`src/rtl/core/sgd_ram.sv`:
```
// Generic simple dual-port RAM with one write port and a registered read port.
module sgd_ram #(
   parameter int WIDTH = 8,
   parameter int DEPTH = 16
) (
   input  logic                     clock,
   input  logic                     wr_en,
   input  logic [$clog2(DEPTH)-1:0] wr_addr,
   input  logic [WIDTH-1:0]         wr_data,
   input  logic                     rd_en,
   input  logic [$clog2(DEPTH)-1:0] rd_addr,
   output logic [WIDTH-1:0]         rd_data
);

   logic [WIDTH-1:0] mem_ff [DEPTH];
   logic [WIDTH-1:0] rd_data_ff;

   always_ff @(posedge clock) begin
      if (wr_en) begin
         mem_ff[wr_addr] <= wr_data;
      end
      if (rd_en) begin
         rd_data_ff <= mem_ff[rd_addr];
      end
   end

   assign rd_data = rd_data_ff;

endmodule

```
`config.mk`:
```
export PLATFORM = sky130hd
export DESIGN_NAME = sgd_ram
export DESIGN_NICKNAME = d
export VERILOG_FILES = /design/src/rtl/core/sgd_ram.sv
export SDC_FILE = /design/constraint.sdc
export NUM_CORES = 1
export LEC_CHECK = 0
export BUFFER_PORTS_ARGS = -buffer_cell sky130_fd_sc_hd__buf_2
export CAP_MARGIN = 15
export CORE_ASPECT_RATIO = 0.5
export CORE_MARGIN = 3
export CORE_UTILIZATION = 54
export CTS_CLUSTER_SIZE = 40
export DETAILED_ROUTE_END_ITERATION = 16
export PLACE_DENSITY = 0.74
export SKIP_CTS_REPAIR_TIMING = 1
export SYNTH_ARGS = -nofsm -noshare
export SYNTH_HDL_FRONTEND = slang
export SYNTH_SLANG_ARGS = --single-unit
```
`constraint.sdc`:
```
create_clock -name clock -period 1.6 [get_ports clock]
set_input_delay 0.24 -clock clock [delete_from_list [all_inputs] [get_ports clock]]
set_output_delay 0.24 -clock clock [all_outputs]
set_load 0.02 [all_outputs]
```
# == Word level (Yosys, flattened, before mapping) ==
# Memories as Yosys holds them, arrays and structs flattened. A register that Yosys moved wholly into a read port is not among the register bits.
# Index checks and enable logic that the tools add are counted.
# classes
mux,2
# op_table
op,count
1-bit two-way mux,2
# totals
reg_bits,0
mem_bits_rw,128
in_bits,19
out_inout_bits,8
elab_cells,3
n_memories,1
# mem_list
memory,depth,word_bits,read_ports,rd_ports_with_merged_regs,write_ports,line,rtl
mem_ff,16,8,1,1,1,15,logic [WIDTH-1:0] mem_ff [DEPTH];

# == Longest topological paths before layout ==
# logic_depth
depth_word,2
ltp_mapped,5
depth_no_buf,3

# == Least setup slack after synthesis ==
# No wires, ideal clock.
# synth_timing
path_kind,input to register
start,input wr_addr[2]
end,memory mem_ff[0][0] (enable)
setup_time_ps,383
arrival_ps,1350
required_time_ps,1217
slack_ps,-133
path_stages,2
path_buffers,0
path_cell_list,or3b_2 nor3_1
# synth_lines
element,line,rtl
"start, declared",8,"input logic [$clog2(DEPTH)-1:0] wr_addr,"
"end, declared",15,
# No word-level cell before the write port.

==> results.yml <==
route:
  detail_route.wirelength_um: 10800
  wl_per_cell_um: 24.7
  route.antenna.remaining_nets: 0
  via_per_inst: 6.03
  route.detailed.drc: 0
  drt_first_iter_violations: 275
  drt_first_pass_iters: 5
  dr_total_vias: 2630
clock_tree:
  cts.reportedPaths.clkPinSlew_ns: 0.06
  tritoncts_clock_tree: "done"
  cts_root_buf: "sky130_fd_sc_hd__clkbuf_16"
  cts.path.max_buffers: 2
  tritoncts.num_buffers: 17
  cts.htree.levels: 4
  clock_insertion_delay_worst_skew_ns: 0.41
  cts_num_sinks: 136
synth:
  postSynthNetCount: 248
  netlist-cell-type-count: 18
  synth.cell_area_um2: 5230
  syn-mean-instance-area_um2: 22.8
  postSynthRegisterBits: 136
  ys.warnings.count: 0
  mapped_cells: 229
  synth_sequential_area_ratio_pct: 78.1
cells_and_area:
  design.final.nets: 313
  ff_latch_area_um2: 4080
  final-instance-count-excl-fill: 436
  antenna_cell_count: 0
  syn_to_final_growth_pct: 20.5
  multiInputGateArea_um2: 1060
  layout.filler_cells: 534
  layout-drive-gt1-share_pct: 34.6
die:
  initial_core_util_pct: 57.6
  placementRows: 24
  overall_die_area_um2: 11000
  i_o_pin_count: 27
  die_width_um: 145
  die_y_um: 75.6
  placeableCoreArea_um2: 9070
timing:
  worst_slack_ns: -0.0371
  pin_slew_with_the_least_headroom_to_its_limit_ns: 0.443
  hold_viol_final: 0
  rsz0062_at_grt: "false"
  clock.fmax_ghz: 0.611
  clock-skew-final_ns: 0.00769
  period_needed_ns: 1.64
  final_min_period_over_clock_period_pct: 102
  final_max_slew_viol_count: 0
  maxSlewHeadroom_pct: 70.5
  setup_viol: 1
placed_design:
  gpl.final_weighted_congestion: 0.746
  hpwl_um: 6430
  io_buffer_count: 26
  dp.cells: 405
worst_setup_path:
  crit_fanout: 1
  setup.worst_path.end_class: "flip-flop"
  worstPathCellList: "mux4_2 -> a22oi_1 -> nand2_1"
  worst_ep_required_time_ns: 1.75
  worst_setup_path_start_kind: "flip-flop"
  timing.critical_path.slowest_stage_cell: "sky130_fd_sc_hd__mux4_2"
  critPathKind: "reg -> reg"
  max_stage_delay_ns: 0.49
  arrival_ns: 1.78
global_route:
  grt_antenna_before_repair: 0
  first_global_vias: 2629
  globalRoute.totalOverflow: 0
  grtUsageTotal_pct: 21.3
  grt_first_pass_wirelength_um: 16100
  maximum_number_of_pins_on_one_net_before_global_route_repair: 18
power:
  vdd_drop_max_mv: 0.836
  static-leakage-power_nw: 2.16
  report.power.total_mw: 8.23
  pwr_density_cell_nw_per_um2: 1310
run_status:
  failed_checks: "negative setup slack"
  outcome: "finished with violations"
min_path:
  hold_class: "in -> reg"
run:
  max_cap_viol_count: 0
## stage by stage
stage / worst slack (ns) / hold slack (ns) / TNS [ns] / util, % / instance area (um^2)
floorplan: 0.0776 / 0.339 / 0 / - / 5230
global placement: -0.232 / 0.614 / -1.20 / 63.1 / 5730
detailed placement: -0.240 / 0.622 / -1.38 / 63.1 / 5730
CTS: -0.0122 / 0.191 / -0.0122 / 69.4 / 6290
global route: 0.00152 / 0.196 / 0 / 69.4 / 6300
finish: -0.0371 / 0.205 / -0.0371 / 69.4 / 6300
## where the power goes
part / switching, mW / leakage (nW) / total [mW] / internal (mW)
logic: 0.246 / 0.643 / 0.436 / 0.190
registers: 0.0248 / 1.24 / 4.04 / 4.02
clock network: 1.33 / 0.282 / 3.75 / 2.41
total: 1.61 / 2.16 / 8.23 / 6.62
## routing by layer
layer | global-route usage, % | wire (um) | up-vias | part of all wire [%]
met5 | 0 | 0 | - | 0
met4 | 9.67 | 178 | 0 | 1.7
met3 | 5.35 | 803 | 16 | 7.5
met2 | 33.2 | 5010 | 128 | 46
met1 | 29.5 | 4790 | 1377 | 44
li1 | - | - | 1109 | -
## cells in the mapped netlist, drive strengths merged
cell type / count / share of area, %
a22oi: 16 / 2.3
and2: 1 / 0.12
and2b: 1 / 0.14
buf: 7 / 1.1
clkdlybuf4s25: 3 / 0.57
edfxtp: 136 / 78
mux4: 32 / 15
nand2: 9 / 0.65
nand2b: 2 / 0.24
nand3: 1 / 0.096
nand3b: 2 / 0.29
nor2: 13 / 0.93
nor2b: 1 / 0.12
nor3: 4 / 0.38
or3b: 1 / 0.17
## critical path: cells and delay by family, from the launching register on
| family | cells | cell delay [ns] |
|---|---|---|
| flip-flops | 1 | 0.40 |
| AND/OR/NAND/NOR | 1 | 0.11 |
| multiplexers | 1 | 0.49 |
| AO/OA/AOI/OAI | 1 | 0.37 |
## registers in the layout (all words and copies together), names as in the netlist
name and count:
mem_ff 128, rd_data 8
## placed cells by master, fill, tap and decap left out, drive strengths merged
cell type | netlist | layout
nand2b | 2 | 2
bufinv | 0 | 3
a22oi | 16 | 16
nor2b | 1 | 1
and2b | 1 | 1
clkbuf | 0 | 20
nand3 | 1 | 1
nor3 | 4 | 4
nand2 | 9 | 9
nand3b | 2 | 2
mux4 | 32 | 32
or3b | 1 | 1
clkinv | 0 | 8
edfxtp | 136 | 136
buf | 7 | 56
nor2 | 13 | 13
and2 | 1 | 1
## cells by family (layout without fill, tap and decap cells)
| group | after synthesis | after routing | share of synthesized area, % |
|---|---|---|---|
| AO/OA/AOI/OAI | 16 | 16 | 2.30 |
| buffers and inverters | 10 | 87 | 1.65 |
| flip-flops | 136 | 136 | 78.1 |
| multiplexers | 32 | 32 | 14.8 |
| AND/OR/NAND/NOR | 35 | 35 | 3.14 |
## area by class of cell
type | count | area share, %
clock buffers | 20 | 6.93
well taps | 130 | 2.58
repair buffers | 56 | 6.64
clock inverters | 11 | 2.09
multi-input cells | 83 | 16.9
flip-flops and latches | 136 | 64.9
## path summary, 6_finish.rpt
check	startpoint	endpoint	slack [ns]	depth (start not counted)
setup / recovery	mem_ff[3][4]$_DFFE_PP_	rd_data[4]$_DFFE_PP_	-0.04	3
setup reg to reg	mem_ff[3][4]$_DFFE_PP_	rd_data[4]$_DFFE_PP_	-0.04	3
hold reg to reg	mem_ff[11][3]$_DFFE_PP_	rd_data[3]$_DFFE_PP_	0.76	3
hold / removal	rd_en	rd_data[0]$_DFFE_PP_	0.21	1
Power figures use the tool's default switching activity.
